===== src/rtl/rv32e_pkg.sv =====
// Package for the RV32I execute core: opcodes, event codes, register indexes,
// input and result word types. Used by the regfile, exec and top-level files.
package rv32e_pkg;

  localparam int unsigned NumRegsDefault = 32;
  localparam logic [31:0] StackResetValue = 32'h8000_0000;

  localparam logic [6:0] OpLui    = 7'b0110111;
  localparam logic [6:0] OpAuipc  = 7'b0010111;
  localparam logic [6:0] OpJal    = 7'b1101111;
  localparam logic [6:0] OpJalr   = 7'b1100111;
  localparam logic [6:0] OpBranch = 7'b1100011;
  localparam logic [6:0] OpLoad   = 7'b0000011;
  localparam logic [6:0] OpStore  = 7'b0100011;
  localparam logic [6:0] OpImm    = 7'b0010011;
  localparam logic [6:0] OpReg    = 7'b0110011;
  localparam logic [6:0] OpSystem = 7'b1110011;
  localparam logic [6:0] OpFence  = 7'b0001111;

  localparam logic [6:0] Funct7Alt = 7'h20;

  localparam logic [2:0] EvNone    = 3'd0;
  localparam logic [2:0] EvIllegal = 3'd1;
  localparam logic [2:0] EvEcall   = 3'd2;
  localparam logic [2:0] EvEbreak  = 3'd3;
  localparam logic [2:0] EvFault   = 3'd4;

  localparam logic       CfgStartAddr = 1'b0;
  localparam logic       CfgStackPtr  = 1'b1;

  localparam logic [4:0] RegSp = 5'd2;

  typedef struct packed {
    logic        kind;
    logic [31:0] instruction;
    logic [31:0] load_data;
    logic        mem_fault;
  } in_word_t;

  typedef struct packed {
    logic [31:0] next_pc;
    logic [2:0]  event_res;
    logic        halted;
    logic [31:0] trap_value;
    logic        mem_request;
    logic        mem_is_write;
    logic [1:0]  mem_size;
    logic [31:0] mem_address;
    logic [31:0] store_value;
    logic        writeback_valid;
    logic [4:0]  writeback_reg;
    logic [31:0] writeback_value;
  } out_word_t;

endpackage


===== src/rtl/rv32e_stream_if.sv =====
// Valid/ready channel carrying one word of type word_t.
// No dependencies; the word type is a parameter.
interface rv32e_stream_if #(parameter type word_t = logic) ();
  logic  valid;
  logic  ready;
  word_t data;
  modport source (output valid, output data, input ready);
  modport sink (input valid, input data, output ready);
endinterface


===== src/rtl/rv32e_ram.sv =====
// Generic single-write, dual-read RAM with registered read data.
// No dependencies.
module rv32e_ram #(
  parameter int unsigned Width = 32,
  parameter int unsigned Depth = 32
) (
  input  logic                     clk_i,
  input  logic                     we_i,
  input  logic [$clog2(Depth)-1:0] waddr_i,
  input  logic [Width-1:0]         wdata_i,
  input  logic [$clog2(Depth)-1:0] raddr_a_i,
  input  logic [$clog2(Depth)-1:0] raddr_b_i,
  output logic [Width-1:0]         rdata_a_o,
  output logic [Width-1:0]         rdata_b_o
);
  logic [Width-1:0] mem [Depth];

  always_ff @(posedge clk_i) begin
    if (we_i) begin
      mem[waddr_i] <= wdata_i;
    end
    rdata_a_o <= mem[raddr_a_i];
    rdata_b_o <= mem[raddr_b_i];
  end
endmodule


===== src/rtl/rv32e_regfile.sv =====
// Register file: RAM plus per-entry valid bits (reset reads zero, x2 = sp),
// and write-to-read forwarding. Depends on rv32e_pkg and rv32e_ram.
module rv32e_regfile import rv32e_pkg::*; #(
  parameter int unsigned NumRegs = NumRegsDefault
) (
  input  logic        clk_i,
  input  logic        rst_ni,
  input  logic        we_i,
  input  logic [4:0]  waddr_i,
  input  logic [31:0] wdata_i,
  input  logic [4:0]  raddr_a_i,
  input  logic [4:0]  raddr_b_i,
  input  logic [31:0] sp_i,
  output logic [31:0] rdata_a_o,
  output logic [31:0] rdata_b_o
);
  localparam int unsigned AW = $clog2(NumRegs);

  logic [NumRegs-1:0] valid_q;
  logic [31:0]        ram_a, ram_b;
  logic               fwd_a_q, fwd_b_q, vld_a_q, vld_b_q, sp_a_q, sp_b_q;
  logic [31:0]        fwd_data_q;
  logic               in_a, in_b, wr_ok;

  assign in_a  = {1'b0, raddr_a_i} < 6'(NumRegs);
  assign in_b  = {1'b0, raddr_b_i} < 6'(NumRegs);
  assign wr_ok = we_i && ({1'b0, waddr_i} < 6'(NumRegs)) && (waddr_i != '0);

  rv32e_ram #(.Width(32), .Depth(NumRegs)) u_ram (
    .clk_i,
    .we_i      (wr_ok),
    .waddr_i   (waddr_i[AW-1:0]),
    .wdata_i,
    .raddr_a_i (raddr_a_i[AW-1:0]),
    .raddr_b_i (raddr_b_i[AW-1:0]),
    .rdata_a_o (ram_a),
    .rdata_b_o (ram_b)
  );

  always_ff @(posedge clk_i or negedge rst_ni) begin
    if (!rst_ni) begin
      valid_q <= '0;
      fwd_a_q <= 1'b0;
      fwd_b_q <= 1'b0;
      vld_a_q <= 1'b0;
      vld_b_q <= 1'b0;
      sp_a_q  <= 1'b0;
      sp_b_q  <= 1'b0;
    end else begin
      if (wr_ok) begin
        valid_q[waddr_i[AW-1:0]] <= 1'b1;
      end
      fwd_a_q <= wr_ok && waddr_i == raddr_a_i;
      fwd_b_q <= wr_ok && waddr_i == raddr_b_i;
      vld_a_q <= in_a && valid_q[raddr_a_i[AW-1:0]];
      vld_b_q <= in_b && valid_q[raddr_b_i[AW-1:0]];
      sp_a_q  <= raddr_a_i == RegSp;
      sp_b_q  <= raddr_b_i == RegSp;
    end
  end

  always_ff @(posedge clk_i) begin
    fwd_data_q <= wdata_i;
  end

  // until x2 is first written (by the core or by a config write) the reset
  // stack pointer stands in for it
  assign rdata_a_o = fwd_a_q ? fwd_data_q : vld_a_q ? ram_a : sp_a_q ? sp_i : '0;
  assign rdata_b_o = fwd_b_q ? fwd_data_q : vld_b_q ? ram_b : sp_b_q ? sp_i : '0;
endmodule


===== src/rtl/rv32e_exec.sv =====
// Decode, ALU, branch, load/store sequencing for one instruction word.
// Purely combinational; depends on rv32e_pkg.
module rv32e_exec import rv32e_pkg::*; #(
  parameter int unsigned NumRegs = NumRegsDefault
) (
  input  in_word_t    word_i,
  input  logic [31:0] pc_i,
  input  logic        running_i,
  input  logic        awaiting_i,
  input  logic [8:0]  pending_i,
  input  logic [31:0] a_i,
  input  logic [31:0] b_i,
  output out_word_t   res_o,
  output logic        running_o,
  output logic        awaiting_o,
  output logic [8:0]  pending_o,
  output logic        trap_o
);
  logic [31:0] w, immi, imms, immb, immu, immj, alu_b, alu_r, ld;
  logic [6:0]  op, f7;
  logic [4:0]  rd, rs1, rs2;
  logic [2:0]  f3, pf3;
  logic        bad_rd, bad_rs1, bad_rs2, ok, alt, taken;
  out_word_t   r;

  function automatic logic [31:0] alu(input logic [2:0] f, input logic [31:0] x,
                                      input logic [31:0] y, input logic s);
    logic [31:0] o;
    case (f)
      3'd0: o = s ? x - y : x + y;
      3'd1: o = x << y[4:0];
      3'd2: o = {31'd0, $signed(x) < $signed(y)};
      3'd3: o = {31'd0, x < y};
      3'd4: o = x ^ y;
      3'd5: o = s ? 32'($signed(x) >>> y[4:0]) : x >> y[4:0];
      3'd6: o = x | y;
      default: o = x & y;
    endcase
    return o;
  endfunction

  always_comb begin
    w    = word_i.instruction;
    op   = w[6:0];
    rd   = w[11:7];
    f3   = w[14:12];
    rs1  = w[19:15];
    rs2  = w[24:20];
    f7   = w[31:25];
    immi = {{20{w[31]}}, w[31:20]};
    imms = {{20{w[31]}}, w[31:25], w[11:7]};
    immb = {{19{w[31]}}, w[31], w[7], w[30:25], w[11:8], 1'b0};
    immu = {w[31:12], 12'd0};
    immj = {{11{w[31]}}, w[31], w[19:12], w[20], w[30:21], 1'b0};
    bad_rd  = {1'b0, rd}  >= 6'(NumRegs);
    bad_rs1 = {1'b0, rs1} >= 6'(NumRegs);
    bad_rs2 = {1'b0, rs2} >= 6'(NumRegs);
    alt   = 1'b0;
    alu_b = b_i;
    alu_r = '0;
    taken = 1'b0;
    ok    = 1'b1;
    pf3   = pending_i[7:5];
    ld    = word_i.load_data;

    r = '0;
    r.next_pc  = pc_i;
    running_o  = running_i;
    awaiting_o = awaiting_i;
    pending_o  = pending_i;
    trap_o     = 1'b0;

    if (running_i && !word_i.kind && !awaiting_i) begin
      if (word_i.mem_fault) begin
        ok = 1'b0;
        r.event_res = EvFault;
      end else begin
        unique case (op)
          OpLui: begin
            ok = !bad_rd;
            r.writeback_reg = rd; r.writeback_value = immu;
            r.next_pc = pc_i + 32'd4;
          end
          OpAuipc: begin
            ok = !bad_rd;
            r.writeback_reg = rd; r.writeback_value = pc_i + immu;
            r.next_pc = pc_i + 32'd4;
          end
          OpJal: begin
            ok = !bad_rd;
            r.writeback_reg = rd; r.writeback_value = pc_i + 32'd4;
            r.next_pc = pc_i + immj;
          end
          OpJalr: begin
            ok = f3 == 3'd0 && !bad_rd && !bad_rs1;
            r.writeback_reg = rd; r.writeback_value = pc_i + 32'd4;
            r.next_pc = (a_i + immi) & ~32'd1;
          end
          OpBranch: begin
            ok = !bad_rs1 && !bad_rs2;
            case (f3)
              3'd0: taken = a_i == b_i;
              3'd1: taken = a_i != b_i;
              3'd4: taken = $signed(a_i) < $signed(b_i);
              3'd5: taken = !($signed(a_i) < $signed(b_i));
              3'd6: taken = a_i < b_i;
              3'd7: taken = a_i >= b_i;
              default: ok = 1'b0;
            endcase
            r.next_pc = taken ? pc_i + immb : pc_i + 32'd4;
          end
          OpLoad: begin
            ok = !(f3 == 3'd3 || f3 >= 3'd6) && !bad_rd && !bad_rs1;
            r.mem_request = 1'b1; r.mem_size = f3[1:0];
            r.mem_address = a_i + immi;
            awaiting_o = 1'b1; pending_o = {1'b0, f3, rd};
          end
          OpStore: begin
            ok = f3 <= 3'd2 && !bad_rs1 && !bad_rs2;
            r.mem_request = 1'b1; r.mem_is_write = 1'b1; r.mem_size = f3[1:0];
            r.mem_address = a_i + imms; r.store_value = b_i;
            awaiting_o = 1'b1; pending_o = {1'b1, f3, 5'd0};
          end
          OpImm: begin
            ok = !bad_rd && !bad_rs1;
            alu_b = immi;
            if (f3 == 3'd1) begin
              ok = ok && f7 == 7'd0; alu_b = {27'd0, rs2};
            end else if (f3 == 3'd5) begin
              ok = ok && (f7 == 7'd0 || f7 == Funct7Alt);
              alt = f7 == Funct7Alt; alu_b = {27'd0, rs2};
            end
            alu_r = alu(f3, a_i, alu_b, alt);
            r.writeback_reg = rd; r.writeback_value = alu_r;
            r.next_pc = pc_i + 32'd4;
          end
          OpReg: begin
            ok = !bad_rd && !bad_rs1 && !bad_rs2 &&
                 (f7 == 7'd0 || (f7 == Funct7Alt && (f3 == 3'd0 || f3 == 3'd5)));
            r.writeback_reg = rd;
            r.writeback_value = alu(f3, a_i, b_i, f7 == Funct7Alt);
            r.next_pc = pc_i + 32'd4;
          end
          OpSystem: begin
            ok = f3 == 3'd0 && rd == 5'd0 && rs1 == 5'd0 &&
                 (w[31:20] == 12'd0 || w[31:20] == 12'd1);
            r.next_pc = pc_i + 32'd4;
            trap_o = 1'b1;
            if (w[31:20] == 12'd1) begin
              r.event_res = EvEbreak; running_o = 1'b0;
            end else begin
              r.event_res = EvEcall;
            end
          end
          OpFence: r.next_pc = pc_i + 32'd4;
          default: ok = 1'b0;
        endcase
        if (!ok) begin
          r = '0;
          r.next_pc = pc_i;
          r.event_res = EvIllegal;
          r.trap_value = w;
          awaiting_o = awaiting_i;
          pending_o = pending_i;
        end
      end
      if (!ok) begin
        running_o = 1'b0;
        trap_o = 1'b1;
      end
      r.writeback_valid = ok && r.writeback_reg != 5'd0 &&
                          (op == OpLui || op == OpAuipc || op == OpJal ||
                           op == OpJalr || op == OpImm || op == OpReg);
      if (!r.writeback_valid) begin
        r.writeback_reg = '0; r.writeback_value = '0;
      end
    end else if (running_i && word_i.kind && awaiting_i) begin
      awaiting_o = 1'b0;
      pending_o  = '0;
      if (word_i.mem_fault) begin
        r.event_res = EvFault; running_o = 1'b0; trap_o = 1'b1;
      end else begin
        r.next_pc = pc_i + 32'd4;
        if (!pending_i[8] && pending_i[4:0] != 5'd0) begin
          r.writeback_valid = 1'b1;
          r.writeback_reg = pending_i[4:0];
          case (pf3)
            3'd0: r.writeback_value = {{24{ld[7]}}, ld[7:0]};
            3'd1: r.writeback_value = {{16{ld[15]}}, ld[15:0]};
            3'd4: r.writeback_value = {24'd0, ld[7:0]};
            3'd5: r.writeback_value = {16'd0, ld[15:0]};
            default: r.writeback_value = ld;
          endcase
        end
      end
    end
    r.halted = !running_o;
    res_o = r;
  end
endmodule


===== src/rtl/rv32i_execute_core.sv =====
// Top level of the RV32I execute core: input stage, register file RAM,
// execute logic, output skid. Depends on rv32e_pkg, rv32e_stream_if, submodules.
//
//  channel   dir  word        notes
//  in_if     in   in_word_t   instruction or memory response
//  out_if    out  out_word_t  one result word per input word
//  cfg       in   index/data  0 start address, 1 initial sp
//
// One word per cycle while the buffer has room: an accepted word reads rs1/rs2
// from the RAM in the cycle it is taken, executes the next cycle from the
// registered read data. Back-to-back writes to a source register are forwarded
// around the RAM. A two-entry output buffer holds results while out_if stalls;
// input is taken while a slot is free. No clearing pass after reset.
module rv32i_execute_core import rv32e_pkg::*; #(
  parameter int unsigned NumRegs = NumRegsDefault
) (
  input  logic        clk_i,
  input  logic        rst_ni,
  input  logic        cfg_we_i,
  input  logic        cfg_index_i,
  input  logic [31:0] cfg_data_i,
  rv32e_stream_if.sink   in_if,
  rv32e_stream_if.source out_if
);
  logic [31:0] pc_q, sp_q;
  logic        running_q, awaiting_q;
  logic [8:0]  pending_q;
  logic [31:0] trap_pc_q, trap_info_q;
  logic [2:0]  trap_cause_q;

  logic        ex_valid_q;
  in_word_t    ex_word_q;
  logic [31:0] rs_a, rs_b;

  out_word_t   res;
  logic [31:0] pc_d;
  logic        running_d, awaiting_d, trap;
  logic [8:0]  pending_d;

  out_word_t   buf_q [2];
  logic        rd_ptr_q, wr_ptr_q;
  logic [1:0]  cnt_q;
  logic        in_fire, out_fire;
  logic        sp_wr;

  // at most one word in flight plus the buffer: keep room for it
  assign in_if.ready = (cnt_q + {1'b0, ex_valid_q}) < 2'd2 || out_fire;
  assign in_fire     = in_if.valid && in_if.ready;
  assign out_if.valid = cnt_q != 2'd0;
  assign out_if.data  = buf_q[rd_ptr_q];
  assign out_fire     = out_if.valid && out_if.ready;
  assign sp_wr        = cfg_we_i && cfg_index_i == CfgStackPtr;

  rv32e_regfile #(.NumRegs(NumRegs)) u_rf (
    .clk_i,
    .rst_ni,
    .we_i      ((ex_valid_q && res.writeback_valid) || sp_wr),
    .waddr_i   (sp_wr ? RegSp : res.writeback_reg),
    .wdata_i   (sp_wr ? cfg_data_i : res.writeback_value),
    .raddr_a_i (in_if.data.instruction[19:15]),
    .raddr_b_i (in_if.data.instruction[24:20]),
    .sp_i      (sp_q),
    .rdata_a_o (rs_a),
    .rdata_b_o (rs_b)
  );

  rv32e_exec #(.NumRegs(NumRegs)) u_exec (
    .word_i     (ex_word_q),
    .pc_i       (pc_q),
    .running_i  (running_q),
    .awaiting_i (awaiting_q),
    .pending_i  (pending_q),
    .a_i        (rs_a),
    .b_i        (rs_b),
    .res_o      (res),
    .running_o  (running_d),
    .awaiting_o (awaiting_d),
    .pending_o  (pending_d),
    .trap_o     (trap)
  );

  assign pc_d = res.next_pc;

  always_ff @(posedge clk_i or negedge rst_ni) begin
    if (!rst_ni) begin
      pc_q         <= '0;
      sp_q         <= StackResetValue;
      running_q    <= 1'b1;
      awaiting_q   <= 1'b0;
      pending_q    <= '0;
      trap_pc_q    <= '0;
      trap_cause_q <= EvNone;
      trap_info_q  <= '0;
      ex_valid_q   <= 1'b0;
      rd_ptr_q     <= 1'b0;
      wr_ptr_q     <= 1'b0;
      cnt_q        <= '0;
    end else begin
      ex_valid_q <= in_fire;
      if (cfg_we_i && cfg_index_i == CfgStartAddr) begin
        pc_q <= cfg_data_i;
      end
      if (sp_wr) begin
        sp_q <= cfg_data_i;
      end
      if (ex_valid_q) begin
        pc_q       <= pc_d;
        running_q  <= running_d;
        awaiting_q <= awaiting_d;
        pending_q  <= pending_d;
        if (trap) begin
          trap_pc_q    <= pc_q;
          trap_cause_q <= res.event_res;
          trap_info_q  <= res.trap_value;
        end
        wr_ptr_q <= ~wr_ptr_q;
      end
      if (out_fire) begin
        rd_ptr_q <= ~rd_ptr_q;
      end
      cnt_q <= cnt_q + {1'b0, ex_valid_q} - {1'b0, out_fire};
    end
  end

  always_ff @(posedge clk_i) begin
    if (in_fire) begin
      ex_word_q <= in_if.data;
    end
    if (ex_valid_q) begin
      buf_q[wr_ptr_q] <= res;
    end
  end

  // trap records are kept internally; no port or buffer slot reads them
  logic unused_trap;
  assign unused_trap = ^{trap_pc_q, trap_cause_q, trap_info_q};
endmodule


===== src/flat_wrapper.sv =====
// flat-port wrapper written by rule: the top's interface ports become plain ports
module rv32i_execute_core_flat import rv32e_pkg::*;
#(
  parameter int unsigned NumRegs = NumRegsDefault
)
  (clk_i, rst_ni, cfg_we_i, cfg_index_i, cfg_data_i, in_if_valid, in_if_data, in_if_ready, out_if_valid, out_if_data, out_if_ready);
  rv32e_stream_if #(.word_t(in_word_t)) in_if_i ();
  rv32e_stream_if #(.word_t(out_word_t)) out_if_i ();
  input  logic clk_i;
  input  logic rst_ni;
  input  logic cfg_we_i;
  input  logic cfg_index_i;
  input  logic [31:0] cfg_data_i;
  input wire logic [$bits(in_if_i.valid)-1:0] in_if_valid;
  input wire logic [$bits(in_if_i.data)-1:0] in_if_data;
  output wire logic [$bits(in_if_i.ready)-1:0] in_if_ready;
  output wire logic [$bits(out_if_i.valid)-1:0] out_if_valid;
  output wire logic [$bits(out_if_i.data)-1:0] out_if_data;
  input wire logic [$bits(out_if_i.ready)-1:0] out_if_ready;
  assign in_if_i.valid = in_if_valid;
  assign in_if_i.data = in_if_data;
  assign in_if_ready = in_if_i.ready;
  assign out_if_valid = out_if_i.valid;
  assign out_if_data = out_if_i.data;
  assign out_if_i.ready = out_if_ready;
  rv32i_execute_core #(.NumRegs(NumRegs)) u_core (.clk_i(clk_i), .rst_ni(rst_ni), .cfg_we_i(cfg_we_i), .cfg_index_i(cfg_index_i), .cfg_data_i(cfg_data_i), .in_if(in_if_i), .out_if(out_if_i));
endmodule

===== config.mk =====
export PLATFORM = sky130hd
export DESIGN_NAME = rv32i_execute_core_flat
export DESIGN_NICKNAME = d
export VERILOG_FILES = /design/src/rtl/rv32e_pkg.sv /design/src/rtl/rv32e_stream_if.sv /design/src/rtl/rv32e_ram.sv /design/src/rtl/rv32e_regfile.sv /design/src/rtl/rv32e_exec.sv /design/src/rtl/rv32i_execute_core.sv /design/src/flat_wrapper.sv
export SDC_FILE = /design/constraint.sdc
export NUM_CORES = 2
export LEC_CHECK = 0
export BUFFER_PORTS_ARGS = -buffer_cell sky130_fd_sc_hd__buf_2
export CAP_MARGIN = 20
export CORE_UTILIZATION = 39
export CTS_CLUSTER_DIAMETER = 100
export CTS_CLUSTER_SIZE = 12
export DETAILED_ROUTE_END_ITERATION = 12
export GPL_TIMING_DRIVEN = 0
export PLACE_DENSITY = 0.57
export SLEW_MARGIN = 40
export SYNTH_ARGS = -nofsm -noshare
export SYNTH_HDL_FRONTEND = slang
export SYNTH_SLANG_ARGS = --single-unit

===== constraint.sdc =====
create_clock -name clk_i -period 28.4 [get_ports clk_i]
set_input_delay 2.84 -clock clk_i [delete_from_list [all_inputs] [get_ports clk_i]]
set_output_delay 2.84 -clock clk_i [all_outputs]
set_load 0.03 [all_outputs]

Word level (Yosys, flattened, before mapping)
Memory sizes are Yosys's and may differ from the RTL's. A register that Yosys moved wholly into a read port is not among the register bits.
Cells that the tools add are included.
{"block": "totals", "regBits": 216, "ramBits": 1372, "in_bits": 104, "output_inout_bits": 176, "memories": 2}
{"block": "op_classes", "addsub": 12, "order_cmp": 12, "n_eq_ne": 33, "shifts": 6, "mux": 90, "bitwise_logic": 10, "reduce_logical": 57}
{"memory": "u_core.u_rf.u_ram.mem", "depth": 32, "width": 32, "read_ports": 2, "rd_ports_with_merged_regs": 2, "wr": 1, "line": "rv32e_ram.sv:16", "rtl": "logic [Width-1:0] mem [Depth];"}
{"memory": "u_core.buf_q", "depth": 2, "width": 174, "read_ports": 1, "rd_ports_with_merged_regs": 0, "wr": 1, "line": "rv32i_execute_core.sv:40", "rtl": "out_word_t buf_q [2];"}
{"operator": "$mux 32", "n": 22}
{"operator": "$pmux 32 s7", "n": 2}
{"operator": "$mux 138", "n": 2}
{"operator": "$pmux 32 s4", "n": 2}
{"operator": "$add 32x32->32", "n": 7}
{"operator": "$pmux 37 s5", "n": 1}
{"operator": "$mux 174", "n": 1}
{"operator": "$mux 38", "n": 4}
{"operator": "$lt 32x32->1", "n": 4}
{"operator": "$mux 100", "n": 1}
{"operator": "$or 32x32->32", "n": 3}
{"operator": "$mux 35", "n": 2}
{"operator": "$pmux 34 s2", "n": 1}
{"operator": "$and 32x32->32", "n": 2}
{"operator": "$shl 32x5->32", "n": 2}
{"operator": "$shr 32x5->32", "n": 2}
{"operator": "$sshr 32x5->32", "n": 2}
{"operator": "$sub 32x32->32", "n": 2}
{"operator": "$xor 32x32->32", "n": 2}
{"operator": "$mux 1", "n": 37}
{"operator": "$mux 37", "n": 1}
{"operator": "$mux 9", "n": 4}
{"operator": "$add 32x3->32 const B", "n": 1}
{"operator": "$eq 32x32->1", "n": 1}
{"operator": "44 further kinds", "n": 112}

Logic depth before layout (Yosys ltp)
{"block": "logic_depth", "depth_word": 25, "mapped_depth": 23}

By module
From an unflattened synthesis, not the netlist that was laid out.
{"block": "unflattened", "cells_unflattened": 9026, "hier_area_um2": 100395.0}
{"mod": "rv32e_ram", "n_inst": 1, "cells_each": 3450, "area_each_um2": 50040.5}
{"mod": "rv32e_exec", "n_inst": 1, "cells_each": 4086, "area_each_um2": 27289.9}
{"mod": "rv32i_execute_core", "n_inst": 1, "cells_each": 985, "area_each_um2": 19010.7}
{"mod": "rv32e_regfile", "n_inst": 1, "cells_each": 505, "area_each_um2": 4053.9}

Worst setup path after synthesis
No wires, ideal clock.
{"block": "synth_path", "kind": "register to register", "startpoint": "register u_core.ex_valid_q", "endpoint": "memory u_core.buf_q[0][0] (netlist bit), enable pin", "setup_ns": 0.710, "arrival_ns": 8.264, "path_slack_ns": 19.426, "path_stages_with_launch": 6, "n_path_buf": 3, "synth_period_minus_slack_ns": 8.974, "path_cell_list": "dfrtp_1 > clkbuf_1 > inv_1 > clkbuf_1 > clkbuf_1 > nor2_1"}
{"block": "synth_between", "elab_chain_cells": 2}
{"element": "start: declaration", "line": "rv32i_execute_core.sv:31", "rtl": "logic ex_valid_q;"}
{"element": "start signal: assignment", "line": "rv32i_execute_core.sv:99", "rtl": "ex_valid_q <= in_fire;"}
{"element": "$mux 1", "line": "rv32i_execute_core.sv:129", "rtl": "if (ex_valid_q) begin"}
{"element": "$mux 1 (implied by the code)", "line": "rv32i_execute_core.sv:130", "rtl": "buf_q[wr_ptr_q] <= res;"}
{"element": "end: declaration", "line": "rv32i_execute_core.sv:40"}
Every way passes these cells.

==> flow_metrics.py <==
metrics = {
    "setup_path": {
        "cp_max_fo": 33,
        "start_kind": "flip-flop",
        "path_cells": "clkbuf_1 -> inv_1 -> buf_2 -> clkbuf_1 -> clkbuf_1 -> buf_2 -> ha_1 -> or3b_2 -> a2111oi_2 -> nor3_1 -> a2111o_1 -> a311o_1 -> nor3_1 -> o211ai_1 -> mux2i_1 -> nor4_1 -> o21ai_2 -> mux2_2",
        "critPathBufInv": 6,
        "cpLargestDelayFamily": "buffers and inverters",
        "worst_path_most_repeated_cell": "clkbuf_1",
        "slowest_delay_ns": 0.78,
        "crit_slowest_cell": "mux2_2",
        "path_class": "reg2reg",
        "critPathCaptureType": "flip-flop",
        "cp.arrival_ns": 10.21,
        "worstPathRequired_ns": 28.93,
    },
    "yosys": {
        "syn-instance-count": 7973,
        "synthFlopType": "edfxtp_1",
        "synth_edf_count": 1438,
        "synth_warnings": 0,
        "synth.top_cell.area_share_pct": 43.5,
        "ys_types": 107,
        "ys_async_sr_fraction_pct": 7.14,
        "ys_seq_elements": 1652,
        "syn_area_per_cell_um2": 12.5,
        "ys_seq_area_share_pct": 48.4,
        "yosys.area.top_type": "edfxtp_1",
        "synth_area_leaders": "edfxtp_1, mux4_2, ha_1",
        "synth_area_mm2": 0.0994,
    },
    "min_path": {
        "hp-class": "reg2reg",
    },
    "floorplanning": {
        "initial_utilization_pct": 39.4,
        "die_y_um": 507,
        "core_area_mm2": 0.252,
        "die_w_um": 507,
        "num_io_pins": 280,
        "die_area_mm2": 0.257,
        "row_count": 184,
    },
    "grt": {
        "grt_antenna_before_repair": 91,
        "grt_max_degree": 69,
        "track_usage_pct": 44.4,
        "grt_pass1_wl_mm": 758,
        "grt_pass1_vias": 80400,
        "gr-total-overflow": 0,
    },
    "clocking": {
        "clock_latency_ns": 0.92,
        "cts_tree": "built",
        "cts.htree.levels": 4,
        "numCtsBuffers": 169,
        "path_clk_slew_ns": 0.07,
        "ctsRootBufferMaster": "clkbuf_16",
        "clkSinkCount": 1652,
        "cts_buffer_depth": 4,
        "post-cts-setup-buffer-count": 0,
        "cts_resized": 0,
        "ctsHoldBuffers": 0,
    },
    "placed_design": {
        "dp.cells": 11900,
        "place_congestion": 1.11,
        "portBuffers": 279,
        "dp_hpwl_mm": 459,
    },
    "routing": {
        "wirelength_mm": 580,
        "drtIter0Drc": 13300,
        "vias": 84700,
        "drcViolationCount": 0,
        "first_pass_iters": 9,
        "ant_nets": 0,
        "wl_per_cell_um": 47.7,
        "viasPerCell": 6.95,
    },
    "pwr": {
        "switching_share_pct": 41.5,
        "clock_power_share_pct": 24.7,
        "pwr-share-comb_pct": 39.1,
        "irDropWorstVdd_mv": 0.0631,
        "p_leak_uw": 0.0397,
        "p_seq_share_pct": 36.2,
        "p_per_area_mw_per_mm2": 73.0,
        "internal_power_uw": 4950,
        "p_sw_uw": 3510,
    },
    "final_layout": {
        "final_nets": 9096,
        "drive_gt1_share_pct": 26.3,
        "area_growth_pct": 16.7,
        "layout.cells.most_common_list": "edfxtp_1, mux4_2, nand2_1",
        "layout_commonest_cell": "edfxtp_1",
        "fin_cells": 12200,
    },
    "timing": {
        "period_share_pct": 34.1,
        "setup_violations": 0,
        "finalHoldViolCount": 0,
        "finalMaxSlewViolations": 0,
        "fin_tns_setup_ns": 0,
        "period_needed_ns": 9.68,
        "skew_ns": 0.124,
        "relSlewSlack_pct": 27.1,
        "fmax_ghz": 0.103,
        "rsz0062_at_grt": "no",
        "worst_slew_pin_slew_ns": 1.09,
    },
    "status": {
        "status": "complete, no violations",
    },
    "job": {
        "cap_viol_max_count": 0,
    },
}
-- state kept, by name, summed over array words and instances (netlist names) --
name                         count
u_core.awaiting_q                1
u_core.buf_q                   348
u_core.cnt_q                     2
u_core.ex_valid_q                1
u_core.ex_word_q                66
u_core.pc_q                     32
u_core.pending_q                 9
u_core.rd_ptr_q                  1
u_core.running_q                 1
u_core.sp_q                     32
u_core.u_rf.fwd_a_q              1
u_core.u_rf.fwd_b_q              1
u_core.u_rf.fwd_data_q          32
u_core.u_rf.sp_a_q               1
u_core.u_rf.sp_b_q               1
u_core.u_rf.u_ram.mem         1024
u_core.u_rf.u_ram.rdata_a_o     32
u_core.u_rf.u_ram.rdata_b_o     32
u_core.u_rf.valid_q             32
u_core.u_rf.vld_a_q              1
u_core.u_rf.vld_b_q              1
u_core.wr_ptr_q                  1
-- Yosys cell counts, drive strengths merged, types with 59 or more instances --
| master | n |
|---|---|
| edfxtp | 1438 |
| mux4 | 695 |
| nand2 | 632 |
| nor2 | 530 |
| a21oi | 519 |
| clkbuf | 468 |
| o21ai | 407 |
| ha | 302 |
| mux2 | 278 |
| mux2i | 226 |
| inv | 215 |
| buf | 155 |
| xnor2 | 118 |
| dfrtp | 116 |
| a211oi | 108 |
| nand3 | 106 |
| dfxtp | 96 |
| o211ai | 96 |
| a21o | 91 |
| nor3 | 89 |
| nor2b | 75 |
| a31oi | 74 |
| xor2 | 69 |
| a22oi | 68 |
| and2 | 64 |
| a221oi | 63 |
| o22ai | 59 |
-- kinds of logic after synthesis --
logic type / synth area share [%]
AO/OA/AOI/OAI: 13.2
AND/OR/NAND/NOR: 8.31
flip-flops: 48.4
multiplexers: 21.2
buffers and inverters: 3.28
adder cells (fa/ha/maj): 3.96
XOR/XNOR: 1.65
other: 0.00377
-- cell type report --
type	count	area (µm²)
clock inverter	15	151
fill	22900	136000
clock buffer	265	4640
sequential	1652	48100
timing repair buffer	507	5680
multi-input combinational	5511	49500
buffer	623	2840
antenna	39	97.6
inverter	218	818
tap	3348	4190
-- power groups by stage --
stage,Combinational [µW],Clock (µW),Sequential [µW]
after floorplan,1770,0,3020
after global placement,3030,0,3180
after detailed placement,3180,0,3100
after CTS,3200,2110,3050
after global routing,3370,2190,3070
final,3310,2090,3070
-- layer usage --
layer  vias up  track usage (%)  wire [µm]
met2      6625             67.5     255000
li1      32700                -          -
met5         -                0        363
met1     43500             54.5     211000
met4        54             31.8      50900
met3      1755             12.0      63100
-- path summary, 6_finish.rpt --
check | start | to | slack (ns) | cells after the start
setup reg to reg | u_core.ex_word_q[55] | u_core.u_rf.u_ram.mem[11][29] | 18.72 | 18
min in group asynchronous | rst_ni | u_core.pending_q[7] | 1.94 | 1
max in group asynchronous | rst_ni | u_core.u_rf.valid_q[6] | 25.59 | 2
hold reg to reg | u_core.sp_q[31] | u_core.sp_q[31] | 0.49 | 2
hold / removal | u_core.sp_q[31] | u_core.sp_q[31] | 0.49 | 2
setup / recovery | u_core.ex_word_q[55] | u_core.u_rf.u_ram.mem[11][29] | 18.72 | 18
-- per-stage QoR --
stage / area (µm²) / power (µW) / utilization [%] / setup slack [ns] / hold WS [ns]
floorplan: 99500 / 4790 / - / 19.43 / 0.441
global placement: 105000 / 6210 / 41.6 / 12.80 / 0.452
detailed placement: 111000 / 6280 / 44.0 / 19.31 / 0.467
CTS: 116000 / 8350 / 45.9 / 19.23 / 0.484
global route: 116000 / 8620 / 45.9 / 19.15 / 0.499
finish: 116000 / 8470 / 46.0 / 18.72 / 0.488
-- worst min-delay path: cells and delay by family (launching register included) --
kind	cells	cell delay, ns
DFF	1	0.39
and+or+nand+nor	2	0.10
(Power assumes the default switching activity.)
